===== src/rtl/core/tni_pkg.sv =====
// ----------------------------------------------------------------------------
// tni_pkg
// Shared widths, types and helpers for the triangle normal interpolator.
// ----------------------------------------------------------------------------
package tni_pkg;

	localparam int CRD_W   = 32;               // Q16.16 position
	localparam int NRM_W   = 16;               // Q2.14 normal
	localparam int DIF_W   = CRD_W + 1;        // position difference
	localparam int MOP_W   = DIF_W + 1;        // multiplier operand
	localparam int ACC_W   = 70;               // accumulator
	localparam int DIV_NW  = 96;               // dividend bits
	localparam int DIV_DW  = 64;               // divisor bits
	localparam int SQ_XW   = 64;               // radicand bits
	localparam int SQ_RW   = SQ_XW / 2;        // root bits
	localparam int MUL_CW  = $clog2(MOP_W + 1);
	localparam int DIV_CW  = $clog2(DIV_NW + 1);
	localparam int SQ_CW   = $clog2(SQ_RW + 1);
	localparam int NORM_BITS = 31;
	localparam int WGT_FRAC  = 16;
	localparam int NRM_FRAC  = NRM_W - 2;

	localparam int IN_DW  = 3 * CRD_W + 3 * NRM_W;
	localparam int IN_UW  = 3;
	localparam int OUT_DW = 6 * NRM_W + 2 * CRD_W;
	localparam int OUT_UW = 1;

	localparam logic FN_LOAD  = 1'b0;
	localparam logic FN_QUERY = 1'b1;
	localparam logic [1:0] NUM_SLOTS = 2'd3;

	localparam logic [DIV_DW-1:0] RATIO_MAX = {2'b00, {(DIV_DW-2){1'b1}}};
	localparam logic [SQ_RW+1:0]  WGT_ONE   = (SQ_RW+2)'(1) << WGT_FRAC;

	typedef logic signed [ACC_W-1:0] acc_t;
	typedef logic signed [MOP_W-1:0] mop_t;
	typedef logic signed [DIF_W-1:0] dif_t;

	localparam acc_t N16_MAX = (acc_t'(1) <<< (NRM_W - 1)) - acc_t'(1);
	localparam acc_t N16_MIN = -(acc_t'(1) <<< (NRM_W - 1));
	localparam acc_t C32_MAX = (acc_t'(1) <<< (CRD_W - 1)) - acc_t'(1);
	localparam acc_t C32_MIN = -(acc_t'(1) <<< (CRD_W - 1));

	typedef struct packed {
		logic go;
		logic first;  // clear accumulator before this product
		logic sub;    // subtract this product
	} mac_cmd_t;

	// corner c, axis k -> flat index 3c+k
	function automatic logic [3:0] idx9(logic [1:0] c, logic [1:0] k);
		return 4'({2'b00, c} * 4'd3 + {2'b00, k});
	endfunction

	function automatic logic [1:0] nxt3(logic [1:0] k);
		return (k == 2'd2) ? 2'd0 : k + 2'd1;
	endfunction

	function automatic logic [ACC_W-1:0] mag_acc(acc_t x);
		return x[ACC_W-1] ? ACC_W'(-x) : ACC_W'(x);
	endfunction

	function automatic logic signed [NRM_W-1:0] rnd_sat16(acc_t x);
		acc_t y;
		y = (x + (acc_t'(1) <<< (WGT_FRAC - 1))) >>> WGT_FRAC;
		if (y > N16_MAX) return N16_MAX[NRM_W-1:0];
		else if (y < N16_MIN) return N16_MIN[NRM_W-1:0];
		else return y[NRM_W-1:0];
	endfunction

	function automatic logic signed [CRD_W-1:0] rnd_sat32(acc_t x);
		acc_t y;
		y = (x + (acc_t'(1) <<< (NRM_FRAC - 1))) >>> NRM_FRAC;
		if (y > C32_MAX) return C32_MAX[CRD_W-1:0];
		else if (y < C32_MIN) return C32_MIN[CRD_W-1:0];
		else return y[CRD_W-1:0];
	endfunction

endpackage


===== src/rtl/core/tni_sqrt.sv =====
// ----------------------------------------------------------------------------
// tni_sqrt
// Digit-by-digit integer square root, two radicand bits per cycle.
// ----------------------------------------------------------------------------
module tni_sqrt import tni_pkg::*; (
	input  logic             clk,
	input  logic             arst_n,
	input  logic             go,
	input  logic [SQ_XW-1:0] x,
	output logic             done,
	output logic [SQ_RW-1:0] root
);

	logic [SQ_XW-1:0] x_q;
	logic [SQ_RW+1:0] rem_q;
	logic [SQ_RW-1:0] root_q;
	logic [SQ_CW-1:0] cnt_q;
	logic busy_q, done_q;
	logic [SQ_RW+3:0] t, trial, diff;
	logic ge;

	assign t     = {rem_q, x_q[SQ_XW-1 -: 2]};
	assign trial = {2'b00, root_q, 2'b01};
	assign diff  = t - trial;
	assign ge    = t >= trial;

	always_ff @(posedge clk or negedge arst_n) begin
		if (!arst_n) begin
			busy_q <= 1'b0;
			done_q <= 1'b0;
			cnt_q  <= '0;
		end else begin
			done_q <= 1'b0;
			if (go) begin
				busy_q <= 1'b1;
				cnt_q  <= SQ_CW'(SQ_RW);
			end else if (busy_q) begin
				cnt_q <= cnt_q - 1'b1;
				if (cnt_q == SQ_CW'(1)) begin
					busy_q <= 1'b0;
					done_q <= 1'b1;
				end
			end
		end
	end

	always_ff @(posedge clk) begin
		if (go) begin
			x_q    <= x;
			rem_q  <= '0;
			root_q <= '0;
		end else if (busy_q) begin
			x_q    <= x_q << 2;
			rem_q  <= ge ? diff[SQ_RW+1:0] : t[SQ_RW+1:0];
			root_q <= {root_q[SQ_RW-2:0], ge};
		end
	end

	assign done = done_q;
	assign root = root_q;

endmodule


===== config.mk =====
export PLATFORM = sky130hd
export DESIGN_NAME = tni_sqrt
export DESIGN_NICKNAME = d
export VERILOG_FILES = /design/src/rtl/core/tni_pkg.sv /design/src/rtl/core/tni_sqrt.sv
export SDC_FILE = /design/constraint.sdc
export NUM_CORES = 1
export LEC_CHECK = 0
export BUFFER_PORTS_ARGS = -buffer_cell sky130_fd_sc_hd__buf_4
export CAP_MARGIN = 20
export CORE_MARGIN = 3
export CORE_UTILIZATION = 30
export CTS_CLUSTER_DIAMETER = 150
export DETAILED_ROUTE_END_ITERATION = 8
export GPL_TIMING_DRIVEN = 0
export SETUP_SLACK_MARGIN = 0.5
export SLEW_MARGIN = 20
export SYNTH_ARGS = -nofsm -noshare
export SYNTH_HDL_FRONTEND = slang
export SYNTH_SLANG_ARGS = --single-unit

===== constraint.sdc =====
create_clock -name clk -period 6.2 [get_ports clk]
set_input_delay 0.31 -clock clk [delete_from_list [all_inputs] [get_ports clk]]
set_output_delay 0.31 -clock clk [all_outputs]
set_load 0.1 [all_outputs]

### Yosys cells after proc, flatten, opt, wreduce, memory -nomap -nowiden

Cells that the tools add are included.

* input bits: 67
* output and inout bits: 33
* logic and storage cells: 22
* bits in registers: 138

* equality and inequality tests: 1
* mux-type cells: 11
* reductions and logical operators: 1
* order comparisons: 1
* add/sub/neg operators: 2

Operators by type and width (number)
* $mux W64: 2
* $ge A36 B34 Y1: 1
* $mux W34: 1
* $sub A34 B34 Y34: 1
* $mux W6: 2
* $eq A6 B1 Y1 const B: 1
* $mux W1: 6
* $sub A6 B1 Y6 const B: 1
* $reduce_bool A2 Y1: 1

### Longest topological paths before layout

Gate-level depths: netlist (run 1).

* word-level depth: 4
* gate-level depth with buffers: 13
* depth with buffers taken out: 10

### Worst setup path before layout (run 1)

No wires, ideal clock.

* path type: register to register
* start point: reg root_q[7] (netlist: root[7])
* end point: reg rem_q[20]
* stages on the path, launching flop included: 12
* required time: 6072 ps
* arrival time: 3087 ps
* setup time: 128 ps
* buffers on the path: 1
* clock period less this slack: 3215 ps
* slack: 2985 ps
* cell sequence: dfxtp_1 -> inv_1 -> ha_1 -> a21oi_1 -> o211ai_1 -> a41oi_1 -> a21oi_4 -> o211ai_4 -> buf_6 -> mux2_2 -> mux2i_1 -> nor2_1

* cells in the longest elaborated chain, start to end: 2
* elaborated cells on any way between the ends: 3
* classes of those cells: add/sub (1); order compare (1); mux (1)

RTL lines
* start, declared: RTL line tni_sqrt.sv:16 `logic [SQ_RW-1:0] root_q;`
* start signal, assigned: RTL line tni_sqrt.sv:55 `root_q <= {root_q[SQ_RW-2:0], ge};`
* $sub A34 B34 Y34 or $ge A36 B34 Y1 (tied branches): RTL line tni_sqrt.sv:24, tni_sqrt.sv:25
* $mux W34 (*): RTL line tni_sqrt.sv:54 `rem_q <= ge ? diff[SQ_RW+1:0] : t[SQ_RW+1:0];`
* end signal, assigned: RTL line tni_sqrt.sv:54
* end, declared: RTL line tni_sqrt.sv:15 `logic [SQ_RW+1:0] rem_q;`

Every way passes the cells marked *; elsewhere a longest branch is shown, timed or not.
A chain may end at the register's enable or synchronous reset.

### Final worst setup path (run 1)

* start point: reg root_q[17] (netlist: root[17])
* end point: reg rem_q[20]

Same word-level chain as after synthesis.

==> results.txt, run 1 <==
----------------------------------------------------
[Logic synthesis]
  Number of library cell types mapped by synthesis ... 67
  Yosys warning count ... 0
  Post-Syn Instances ... 765
  Synthesized area ... 7740 sq um
  Count of flip-flops with a built-in enable after synthesis ... 64
  Flops & latches, synth ... 138
  Mean instance size in the synthesized netlist ... 10.1 sq um
  Post-Syn Nets ... 868
  Commonest register cell after synthesis ... dfxtp_1
  Sequential element share of the synthesized area ... 44.5%
  Proportion of register bits with asynchronous set or reset after synthesis ... 5.80%

[Final layout]
  Count of filler cells inserted in the layout ... 2,553
  Final instance area ... 9520 sq um
  Area growth from synthesis to layout ... 23.0%
  Share of cells above drive strength 1 ... 24.6%
  Non-Filler Instances ... 1,228
  Count of nets after finishing ... 988
  Final antenna diode count ... 0

[Floorplanning]
  Die outline height ... 167 microns
  Die ar. ... 27,800 sq um
  Effective utilization at floorplan ... 30.7%
  Row count ... 58
  Ports ... 100
  Core ar. ... 25,300 sq um
  Width of the chip ... 167 microns

[Drt]
  Total number of vias ... 6,093
  Antenna Nets Post-Route ... 0
  Routed via count divided by cell count ... 4.96
  Number of design rule violations left after detail routing ... 0
  Routed wire length ... 19.7 mm
  Violation count after the first detailed-routing iteration ... 310
  Routed wire per std cell ... 16.1 microns
  First-pass iteration count of the detailed router ... 5

[STA]
  Final worst-path setup slack ... 3.26 ns
  Max-slew headroom at the worst pin ... 40.7%
  Final Hold Viols ... 0
  Max Freq ... 340 MHz
  Transition time at the pin with the least slew margin ... 0.890 ns
  Setup violations, final ... 0
  Final clock skew ... 0.00829 ns
  RSZ-0062 raised after global routing ... false
  Summed negative setup slack over all endpoints ... 0 ns
  Final period demand of the worst path ... 2.94 ns
  Pins Over Slew Limit ... 0
  Post-route clock period utilization ... 47.5%

[Global route]
  Number of global-route vias before repair ... 6,228
  Wire length of the first global-routing pass ... 32.2 mm
  Global-route congestion overflow total ... 0
  Largest net degree at the start of global routing ... 50
  Initial antenna violation count ... 0
  Total GRT Usage ... 14.2%

[Setup path]
  Data arrival time of the worst path ... 3.24 ns
  Startpoint of the lowest-slack register-to-register path ... root[17]$_SDFFE_PP0P_
  Crit. End Element ... flip-flop
  Largest fanout on the critical path ... 10
  Startpoint type of the worst setup path ... flip-flop
  Crit path from ... root[17]$_SDFFE_PP0P_
  WP data required ... 6.50 ns
  Worst setup path category ... flip-flop to flip-flop

[Clocking]
  Clock-pin slew on the worst setup and hold paths ... 0.07 ns
  Maximum number of buffers from clock root to sink ... 2
  Clock buffers created by TritonCTS ... 17
  Level count of the clock H-tree ... 4
  Post CTS Setup Buffer Count ... 0
  Root buffer cell ... clkbuf_16
  Latest clock arrival within the worst-skew pair ... 0.43 ns
  # clock sinks ... 138
  CTS tree ... done
  Number of gates resized after cts ... 0

[Flow run]
  Max-capacitance violation count ... 0

[Placed design]
  Worst setup slack before clock tree synthesis ... 3.27 ns
  Dpl cell area ... 8930 sq um
  Global placer's final weighted congestion ... 0.853
  Placed cells ... 1,195
  Final HPWL DP ... 14.4 mm
  IO Port Bufs ... 99

[Min path]
  Type of the most critical hold path ... input port to flip-flop
  Min-delay src ... x[0]

[Pwr]
  Leakage power summed over all cells ... 4.04 nW
  Maximum vdd ir drop ... 0.194 mV
  Power density of the placed cells ... 489 nW/um^2
  Total power draw ... 0.00466 W

[Run status]
  Status ... completed

----------------------------------------------------
==> registers in the layout, indices dropped and copies added, names as in the netlist <==
name / cells
root: 32
rem_q: 34
cnt_q: 6
done: 1
busy_q: 1
x_q: 64
==> area by class of cell <==
class                           count  area, sq um  area share, %
Buffer                             42          194           2.04
Tap cell                          330          413           4.34
Inverter                           46          175           1.84
Multi-Input combinational cell    539         3930           41.3
Timing Repair Buffer              101          781           8.20
Clock inverter                     15          159           1.67
Sequential cell                   138         3440           36.2
Clock buffer                       17          425           4.47
==> cell usage in the layout (no fill, tap or decap), types with 9 or more instances in the layout <==
cell type,netlist,routed
dfxtp_1,66,66
a211oi_1,23,23
o21ai_0,22,22
nand4_1,10,10
nor2_1,106,106
clkbuf_1,28,28
clkbuf_16,0,17
a21oi_1,46,46
buf_4,2,101
nand3_1,10,10
xor2_1,10,10
edfxtp_1,64,64
nand2_1,31,31
nor2b_1,9,9
xnor2_1,18,18
mux2_2,64,64
inv_1,46,45
ha_1,36,36
mux2i_1,45,45
==> kinds of logic (layout without fill, tap and decap cells) <==
logic type	after synthesis	after routing	synth area share [%]
adder cells (fa/ha/maj)	36	36	5.82
AO/OA/AOI/OAI	159	159	14.3
multiplexers	109	109	15.1
XOR/XNOR	28	28	3.17
flip-flops	138	138	44.5
AND/OR/NAND/NOR	207	207	12.3
buffers and inverters	88	221	4.73
==> what timing repair did <==
item / 4_1_cts / 5_1_grt
hold buffers: 1 / 0
setup endpoints to repair: 0 / 0
endpoints found under the hold margin: 8 / 0
==> metal layers <==
layer	part of all wire (%)	global-route usage (%)	vias to the layer above
met5	0	0	-
met4	1.6	3.37	0
met3	8.4	5.67	24
met2	45	22.3	163
met1	45	18.5	2894
li1	-	-	3012
==> final timing paths <==
path | slack, ns | cells after the start | to
max in group asynchronous | 5.81 | 2 | cnt_q[2]$_DFFE_PN0P_
min | 0.16 | 2 | x_q[0]$_SDFFCE_PN0P_
min reg2reg | 0.50 | 2 | rem_q[33]$_SDFFE_PP0P_
min in group asynchronous | 0.26 | 2 | cnt_q[1]$_DFFE_PN0P_
max reg2reg | 3.26 | 11 | rem_q[20]$_SDFFE_PP0P_
max | 3.26 | 11 | rem_q[20]$_SDFFE_PP0P_
==> per-stage QoR <==
step / utilization, % / hold WS [ns]
floorplan: - / 0.0144
global placement: 35.2 / 0.134
detailed placement: 35.4 / 0.134
CTS: 37.7 / 0.152
global route: 37.7 / 0.161
finish: 37.7 / 0.164
==> where the power goes <==
group	leakage, nW	internal, W	total [W]	switching (W)
registers	1.32	0.00113	0.00123	0.0000978
logic	2.45	0.00103	0.00241	0.00138
clock network	0.278	0.000569	0.00102	0.000450
==> critical path, stage by stage (launching register included) <==
cell and delay [ns]:
dfxtp_1 0.38, inv_1 0.08, ha_1 0.38, a21oi_1 0.37, o211ai_1 0.14, a41oi_1 0.32
a21oi_4 0.13, o211ai_4 0.26, buf_6 0.22, mux2_2 0.35, mux2i_1 0.13, nor2_1 0.05
==> synth_stat cells, types with 3 or more instances <==
| master | count | area, sq um |
|---|---|---|
| nand3_1 | 10 | 50.1 |
| nor4_1 | 3 | 18.8 |
| nor2b_1 | 9 | 56.3 |
| dfrtp_1 | 8 | 200 |
| inv_1 | 46 | 173 |
| nor2_1 | 106 | 398 |
| mux2_2 | 64 | 721 |
| xor2_1 | 10 | 87.6 |
| a21boi_0 | 3 | 22.5 |
| nand4_1 | 10 | 62.6 |
| edfxtp_1 | 64 | 1920 |
| a211oi_1 | 23 | 173 |
| buf_2 | 3 | 15.0 |
| o21a_1 | 5 | 37.5 |
| o21ai_0 | 22 | 110 |
| dfxtp_1 | 66 | 1320 |
| nand2b_1 | 5 | 31.3 |
| o21ai_1 | 3 | 15.0 |
| nor3b_1 | 3 | 22.5 |
| mux2i_1 | 45 | 450 |
| nor3_1 | 8 | 40.0 |
| xnor2_1 | 18 | 158 |
| a211oi_2 | 4 | 50.1 |
| o31a_1 | 3 | 26.3 |
| buf_1 | 4 | 15.0 |
| buf_6 | 3 | 33.8 |
| o21bai_1 | 4 | 30.0 |
| clkbuf_1 | 28 | 105 |
| ha_1 | 36 | 450 |
| o211ai_1 | 3 | 22.5 |
| a21o_1 | 8 | 60.1 |
| nand2_1 | 31 | 116 |
| a31oi_1 | 7 | 43.8 |
| and3_1 | 4 | 25.0 |
| and2_1 | 5 | 31.3 |
| a311oi_1 | 3 | 26.3 |
| nand3b_1 | 4 | 30.0 |
| a21oi_1 | 46 | 230 |
(Power assumes the default switching activity.)
==> run 2: changes to the inputs <==
Clock period 6.2 ns to 2.8 ns, I/O delays scaled along.
==> run 2 against run 1 <==
Net effect:
- non-clock buffer count rose by 106
- final cell count rose by 8.6%
- clock skew rose by 0.0029 ns
- combinational power rose to 3.5 times the previous value
- design area rose by 23%
- first-iteration DRC count rose by 21%
- critical path depth fell by 1
- fmax rose by 15%
- setup slack got worse by 3.0 ns
- register-to-register slack got worse by 3.0 ns
- core utilization rose by 8.5 points
- wire length rose by 13%
- largest cell class unchanged
==> results.txt, run 2 (same netlist as run 1, synthesis figures left out) <==
----------------------------------------------------
[Floorplanning]
  Row count ... 58 (unchanged)
  Width of the chip ... 167 microns (unchanged)
  Die outline height ... 167 microns (unchanged)
  Effective utilization at floorplan ... 30.7% (unchanged)
  Core ar. ... 25,300 sq um (unchanged)
  Ports ... 100 (unchanged)
  Die ar. ... 27,800 sq um (unchanged)

[Final layout]
  Multi-input logic area ... 4870 sq um (+24%)
  Highest-count cells in the layout ignoring fill and taps ... buf_4, nor2_1, edfxtp_1
  Area growth from synthesis to layout ... 50.8%
  Count of filler cells inserted in the layout ... 2,356 (-7.7%)
  Core occupancy in the finished layout ... 46.2% (+8.5 points)
  Most flop-heavy register ... x_q
  Share of cells above drive strength 1 ... 47.8% (+23 points)
  Register cell area after layout ... 3580 sq um (+3.9%)
  Largest register FFs ... 64 (unchanged)
  Final antenna diode count ... 0 (unchanged)
  Most common library cell in the layout ignoring fill and taps ... buf_4
  Count of nets after finishing ... 1,094 (+11%)

[STA]
  Final period demand of the worst path ... 2.56 ns (-0.380 ns)
  Post-route clock period utilization ... 91.5% (+44 points)
  Setup violations, final ... 0 (unchanged)
  Max Freq ... 390 MHz (+15%)
  Max-slew headroom at the worst pin ... 44.5% (+3.8 points)
  Transition time at the pin with the least slew margin ... 0.833 ns (-0.0567 ns)
  RSZ-0062 raised after global routing ... true
  Summed negative setup slack over all endpoints ... 0 ns (unchanged)
  Worst Hold Margin ... 0.00965 ns (-0.155 ns)
  Final Hold Viols ... 0 (unchanged)
  Pins Over Slew Limit ... 0 (unchanged)
  Final clock skew ... 0.0112 ns (+0.00294 ns)

[Clocking]
  Maximum number of buffers from clock root to sink ... 2 (unchanged)
  Root buffer cell ... clkbuf_16
  Clock buffers created by TritonCTS ... 17 (unchanged)
  Latest clock arrival within the worst-skew pair ... 0.44 ns (about the same)
  Level count of the clock H-tree ... 4 (unchanged)
  CTS tree ... done
  # clock sinks ... 138 (unchanged)
  Clock-pin slew on the worst setup and hold paths ... 0.07 ns (about the same)

[Drt]
  Routed wire per std cell ... 16.7 microns (+3.9%)
  Routed wire length ... 22.3 mm (+13%)
  First-pass iteration count of the detailed router ... 4 (-1)
  Routed via count divided by cell count ... 4.92 (-0.75%)
  Total number of vias ... 6,569 (+7.8%)
  Antenna Nets Post-Route ... 0 (unchanged)
  Number of design rule violations left after detail routing ... 0 (unchanged)
  Violation count after the first detailed-routing iteration ... 376 (+21%)

[Pwr]
  Cell-internal power ... 0.00793 W (+190%)
  Share of total power consumed by net switching ... 41.0% (-0.39 points)
  Maximum vdd ir drop ... 0.637 mV (+230%)
  Leakage power summed over all cells ... 4.80 nW (+19%)
  Power density of the placed cells ... 1150 nW/um^2 (+140%)
  Switching power total ... 0.00551 W (+190%)
  Combinational power share ... 62.5% (+11 points)
  Relative contribution of sequential cells to total power ... 20.8% (-5.6 points)
  Clock share of power ... 16.7% (-5.2 points)

[Min path]
  Worst hold path stage count ... 2 (unchanged)
  Min-delay src ... x[26]
  Hold worst-path end ... x_q[26]$_DFFE_PP_
  Type of the most critical hold path ... input port to flip-flop

[Placed design]
  IO Port Bufs ... 99 (unchanged)
  Final HPWL DP ... 14.8 mm (+2.6%)
  Global placer's final weighted congestion ... 0.849 (-0.46%)

[Setup path]
  WP data required ... 3.08 ns (-3.42 ns)
  Worst setup path category ... flip-flop to flip-flop
  Startpoint type of the worst setup path ... flip-flop
  Crit path from ... root[30]$_SDFFE_PP0P_
  Startpoint of the lowest-slack register-to-register path ... root[30]$_SDFFE_PP0P_
  Destination of the worst register-to-register timing path ... rem_q[13]$_SDFFE_PP0P_
  Reg2reg setup slack ... 0.24 ns (-3.02 ns)
  Crit. End Element ... flip-flop
  Worst reg2reg path depth ... 10 (-1)
  Data arrival time of the worst path ... 2.84 ns (-0.40 ns)
  Largest fanout on the critical path ... 10 (unchanged)

[Global route]
  Global-route congestion overflow total ... 0 (unchanged)
  Initial antenna violation count ... 0 (unchanged)
  Number of global-route vias before repair ... 6,601 (+6.0%)
  Largest net degree at the start of global routing ... 35 (-30%)
  Total GRT Usage ... 15.4% (+1.2 points)
  Wire length of the first global-routing pass ... 34.9 mm (+8.5%)

[Run status]
  Status ... completed

[Flow run]
  Max-capacitance violation count ... 0 (unchanged)

----------------------------------------------------
-- run 2: cell types whose count changed in the layout (fill, tap and decap cells not counted), moves of 20 or more --
cell and change:
buf_4 +58, dfxtp_1 -44, dlygate4sd3_1 +37, dfxtp_4 +32, ha_1 -29, ha_4 +27, a21oi_1 -22, inv_1 -20
-- run 2: worst max path at each step --
stage | end | slack [ns] | cells after the start
floorplan | rem_q[20]$_SDFFE_PP0P_ | 0.22 | 12
finish | rem_q[13]$_SDFFE_PP0P_ | 0.24 | 10
global route | rem_q[26]$_SDFFE_PP0P_ | 0.14 | 12
global placement | x_q[37]$_DFFE_PP_ | -0.27 | 4
CTS | rem_q[30]$_SDFFE_PP0P_ | 0.24 | 10
detailed placement | rem_q[30]$_SDFFE_PP0P_ | 0.05 | 10
-- run 2: metal layers --
layer	wire length [microns]	up-vias	GRT usage, %
li1	-	3230	-
met1	9840	3154	19.9
met2	10600	159	25.1
met3	1460	26	4.58
met4	323	0	4.52
met5	0	-	0
-- run 2: final cells by class --
type / count / area share (%)
clock inverters: 15 / 1.34
inverters: 46 / 1.53
clock buffers: 17 / 3.64
plain buffers: 42 / 2.64
flip-flops and latches: 138 / 30.7
multi-input cells: 539 / 41.7
well taps: 330 / 3.54
repair buffers: 207 / 15.0
-- run 2: stage by stage --
| step | instances | total power [W] | setup slack [ns] | cell area (sq um) |
|---|---|---|---|---|
| after floorplan | 765 | 0.00727 | 0.221 | 8230 |
| after detailed placement | 1196 | 0.00854 | 0.0484 | 9420 |
| after CTS | 1304 | 0.0120 | 0.236 | 11000 |
| final | 1334 | 0.0134 | 0.237 | 11700 |
| after global routing | 1334 | 0.0142 | 0.141 | 11700 |
| after global placement | 1194 | 0.00849 | -0.269 | 9380 |
-- run 2: repair_timing --
| action | 4_1_cts | 5_1_grt |
|---|---|---|
| endpoints found under the setup margin | 37 | 93 |
| cloned | 1 | 2 |
| buffers inserted | 37 | 28 |
| hold endpoints to repair | 45 | 0 |
| pin swaps | 29 | 54 |
| hold buffers | 38 | 0 |
| resized for setup | 68 | 104 |
-- run 2: critical path, cell delays in order (launching register included) --
cell	delay, ns
dfxtp_4	0.37
inv_1	0.05
ha_1	0.20
a2111o_1	0.48
a31oi_4	0.20
nand3_2	0.11
o211ai_4	0.31
buf_4	0.18
buf_8	0.16
mux2i_2	0.25
a211oi_2	0.09
-- run 2: power by group through the flow --
| stage | clock network [W] | registers, W | logic [W] |
|---|---|---|---|
| 3_5_place_dp | 0 | 0.00279 | 0.00575 |
| 6_report | 0.00224 | 0.00280 | 0.00840 |
| 4_1_cts | 0.00230 | 0.00277 | 0.00696 |
| 5_1_grt | 0.00238 | 0.00284 | 0.00899 |
| 3_3_place_gp | 0 | 0.00278 | 0.00571 |
| 2_1_floorplan | 0 | 0.00282 | 0.00445 |
==> run 3: changes to the inputs <==
Settings changed: CORE_ASPECT_RATIO from default to 1.25, GPL_ROUTABILITY_DRIVEN from default to 0.
==> run 3 against run 2 <==
Net effect:
- core utilization shrank 3.9 points
- register-to-register slack got worse by 0.06 ns
- via count is 4.3% lower
- non-clock buffer count decreased by 73
- sequential power hardly changed
- count of clock-buffer cells in the layout did not move
- design area decreased by 8.3%
- combinational power fell by 17%
- clock skew fell by 0.0013 ns
- fmax shrank 2.4%
==> results.txt, run 3 (same netlist as run 1, synthesis figures left out) <==
----------------------------------------------------
[STA]
  Max-slew headroom at the worst pin ... 49.1% (+4.7 points)
  Worst Hold Margin ... 0.0159 ns (+0.00630 ns)
  Max Freq ... 381 MHz (-2.4%)
  Final worst-path setup slack ... 0.175 ns (-0.0617 ns)
  Summed negative setup slack over all endpoints ... 0 ns (unchanged)
  RSZ-0062 raised after global routing ... true
  Final Hold Viols ... 0 (unchanged)
  Final clock skew ... 0.00991 ns (-0.00133 ns)
  Transition time at the pin with the least slew margin ... 0.763 ns (-0.0701 ns)
  Setup violations, final ... 0 (unchanged)
  Post-route clock period utilization ... 93.7% (+2.2 points)
  Pins Over Slew Limit ... 0 (unchanged)
  Final period demand of the worst path ... 2.62 ns (+0.0617 ns)

[Setup path]
  Worst setup path category ... flip-flop to flip-flop
  WP data required ... 3.08 ns (about the same)
  Crit. End Element ... flip-flop
  Data arrival time of the worst path ... 2.90 ns (+0.06 ns)
  Startpoint type of the worst setup path ... flip-flop
  Largest fanout on the critical path ... 6 (-4)

[Final layout]
  Multi-input logic area ... 4560 sq um (-6.3%)
  Most common library cell in the layout ignoring fill and taps ... buf_4
  Count of filler cells inserted in the layout ... 2,433 (+3.3%)
  Highest-count cells in the layout ignoring fill and taps ... buf_4, nor2_1, edfxtp_1
  Largest register FFs ... 64 (unchanged)
  Final antenna diode count ... 0 (unchanged)
  Core occupancy in the finished layout ... 42.3% (-3.9 points)
  Area growth from synthesis to layout ... 38.2%
  Count of nets after finishing ... 1,022 (-6.6%)
  Share of cells above drive strength 1 ... 41.8% (-6.0 points)
  Register cell area after layout ... 3570 sq um (-0.28%)
  Most flop-heavy register ... x_q
  Final instance area ... 10,700 sq um (-8.3%)

[Min path]
  Type of the most critical hold path ... input port to flip-flop

[Placed design]
  Dpl cell area ... 9410 sq um (-0.15%)
  Final HPWL DP ... 15.1 mm (+1.8%)
  Worst setup slack before clock tree synthesis ... -0.0250 ns (-0.0733 ns)
  IO Port Bufs ... 99 (unchanged)

[Floorplanning]
  Width of the chip ... 150 microns (-10%)
  Effective utilization at floorplan ... 30.6% (-0.047 points)
  Die outline height ... 186 microns (+11%)
  Row count ... 65 (+12%)
  Core ar. ... 25,300 sq um (+0.15%)
  Die ar. ... 27,800 sq um (about the same)
  Ports ... 100 (unchanged)

[Clocking]
  CTS tree ... done
  Level count of the clock H-tree ... 4 (unchanged)
  Clock buffers created by TritonCTS ... 17 (unchanged)
  Latest clock arrival within the worst-skew pair ... 0.42 ns (-0.02 ns)
  # clock sinks ... 138 (unchanged)
  Clock-pin slew on the worst setup and hold paths ... 0.07 ns (about the same)
  Root buffer cell ... clkbuf_16
  Maximum number of buffers from clock root to sink ... 2 (unchanged)

[Run status]
  Status ... completed

[Global route]
  Number of global-route vias before repair ... 6,477 (-1.9%)
  Wire length of the first global-routing pass ... 34.6 mm (-1.1%)
  Total GRT Usage ... 15.7% (+0.29 points)
  Global-route congestion overflow total ... 0 (unchanged)
  Initial antenna violation count ... 0 (unchanged)
  Largest net degree at the start of global routing ... 35 (unchanged)

[Drt]
  Violation count after the first detailed-routing iteration ... 311 (-17%)
  Antenna Nets Post-Route ... 0 (unchanged)
  Total number of vias ... 6,288 (-4.3%)
  Routed via count divided by cell count ... 4.96 (+0.78%)
  Routed wire length ... 21.4 mm (-4.0%)
  Routed wire per std cell ... 16.9 microns (+1.1%)
  First-pass iteration count of the detailed router ... 5 (+1)
  Number of design rule violations left after detail routing ... 0 (unchanged)

[Flow run]
  Max-capacitance violation count ... 0 (unchanged)

[Pwr]
  Relative contribution of sequential cells to total power ... 22.8% (+2.0 points)
  Cell-internal power ... 0.00728 W (-8.2%)
  Leakage power summed over all cells ... 4.38 nW (-8.7%)
  Switching power total ... 0.00490 W (-11%)
  Share of total power consumed by net switching ... 40.2% (-0.74 points)
  Clock share of power ... 19.7% (+3.0 points)
  Maximum vdd ir drop ... 0.658 mV (+3.3%)
  Combinational power share ... 57.6% (-4.9 points)
  Power density of the placed cells ... 1140 nW/um^2 (-1.2%)

----------------------------------------------------
## run 3: final timing paths
check | startpoint | end | slack (ns) | cells after the start
setup / recovery | root[15]$_SDFFE_PP0P_ | rem_q[31]$_SDFFE_PP0P_ | 0.18 | 12
hold / removal | x[49] | x_q[49]$_DFFE_PP_ | 0.02 | 2
setup reg to reg | root[15]$_SDFFE_PP0P_ | rem_q[31]$_SDFFE_PP0P_ | 0.18 | 12
hold reg to reg | root[6]$_SDFFE_PP0P_ | root[6]$_SDFFE_PP0P_ | 0.52 | 2
max in group asynchronous | arst_n | cnt_q[0]$_DFFE_PN0P_ | 2.59 | 2
min in group asynchronous | arst_n | cnt_q[1]$_DFFE_PN0P_ | 0.07 | 2
## run 3: timing repair
action	4_1_cts	5_1_grt
gates resized for setup	46	50
buffers inserted	22	6
endpoints found under the setup margin	130	40
endpoints found under the hold margin	11	0
gates cloned	2	1
hold buffers	4	0
pin swaps	19	25
## run 3: layer usage
metal / vias up / part of all wire [%] / GRT usage, %
met4: 0 / 2.5 / 5.64
met1: 3015 / 42 / 18.8
li1: 3064 / - / -
met2: 171 / 48 / 26.2
met5: - / 0 / 0
met3: 38 / 7.3 / 5.48
## run 3: power groups by stage
stage	logic [W]	clock network (W)	registers (W)
final	0.00701	0.00240	0.00277
after global routing	0.00756	0.00252	0.00282
after CTS	0.00651	0.00244	0.00276
after detailed placement	0.00576	0	0.00279
after global placement	0.00572	0	0.00279
after floorplan	0.00445	0	0.00282
## run 3: worst max-delay path: stages (launching register included)
cell and delay, ns:
dfxtp_4 0.36, inv_1 0.07, ha_4 0.30, nand4_1 0.22
nor4_4 0.38, a31oi_2 0.15, nand4b_1 0.15, o211ai_4 0.15
buf_8 0.18, buf_6 0.12, clkbuf_16 0.15, a31oi_1 0.16
o22ai_1 0.09
## run 3: area by class of cell
| class | count | area share (%) |
|---|---|---|
| Multi-Input combinational cell | 539 | 42.6 |
| Sequential cell | 138 | 33.3 |
| Timing Repair Buffer | 134 | 10.0 |
| Clock buffer | 17 | 3.97 |
| Tap cell | 335 | 3.92 |
| Buffer | 42 | 2.67 |
| Clock inverter | 15 | 1.75 |
| Inverter | 46 | 1.65 |
| Timing Repair inverter | 1 | 0.0701 |
## run 3: metrics by stage
stage	total power [W]	cells
finish	0.0122	1267
floorplan	0.00727	765
global route	0.0129	1267
CTS	0.0117	1260
global placement	0.00851	1199
detailed placement	0.00855	1200
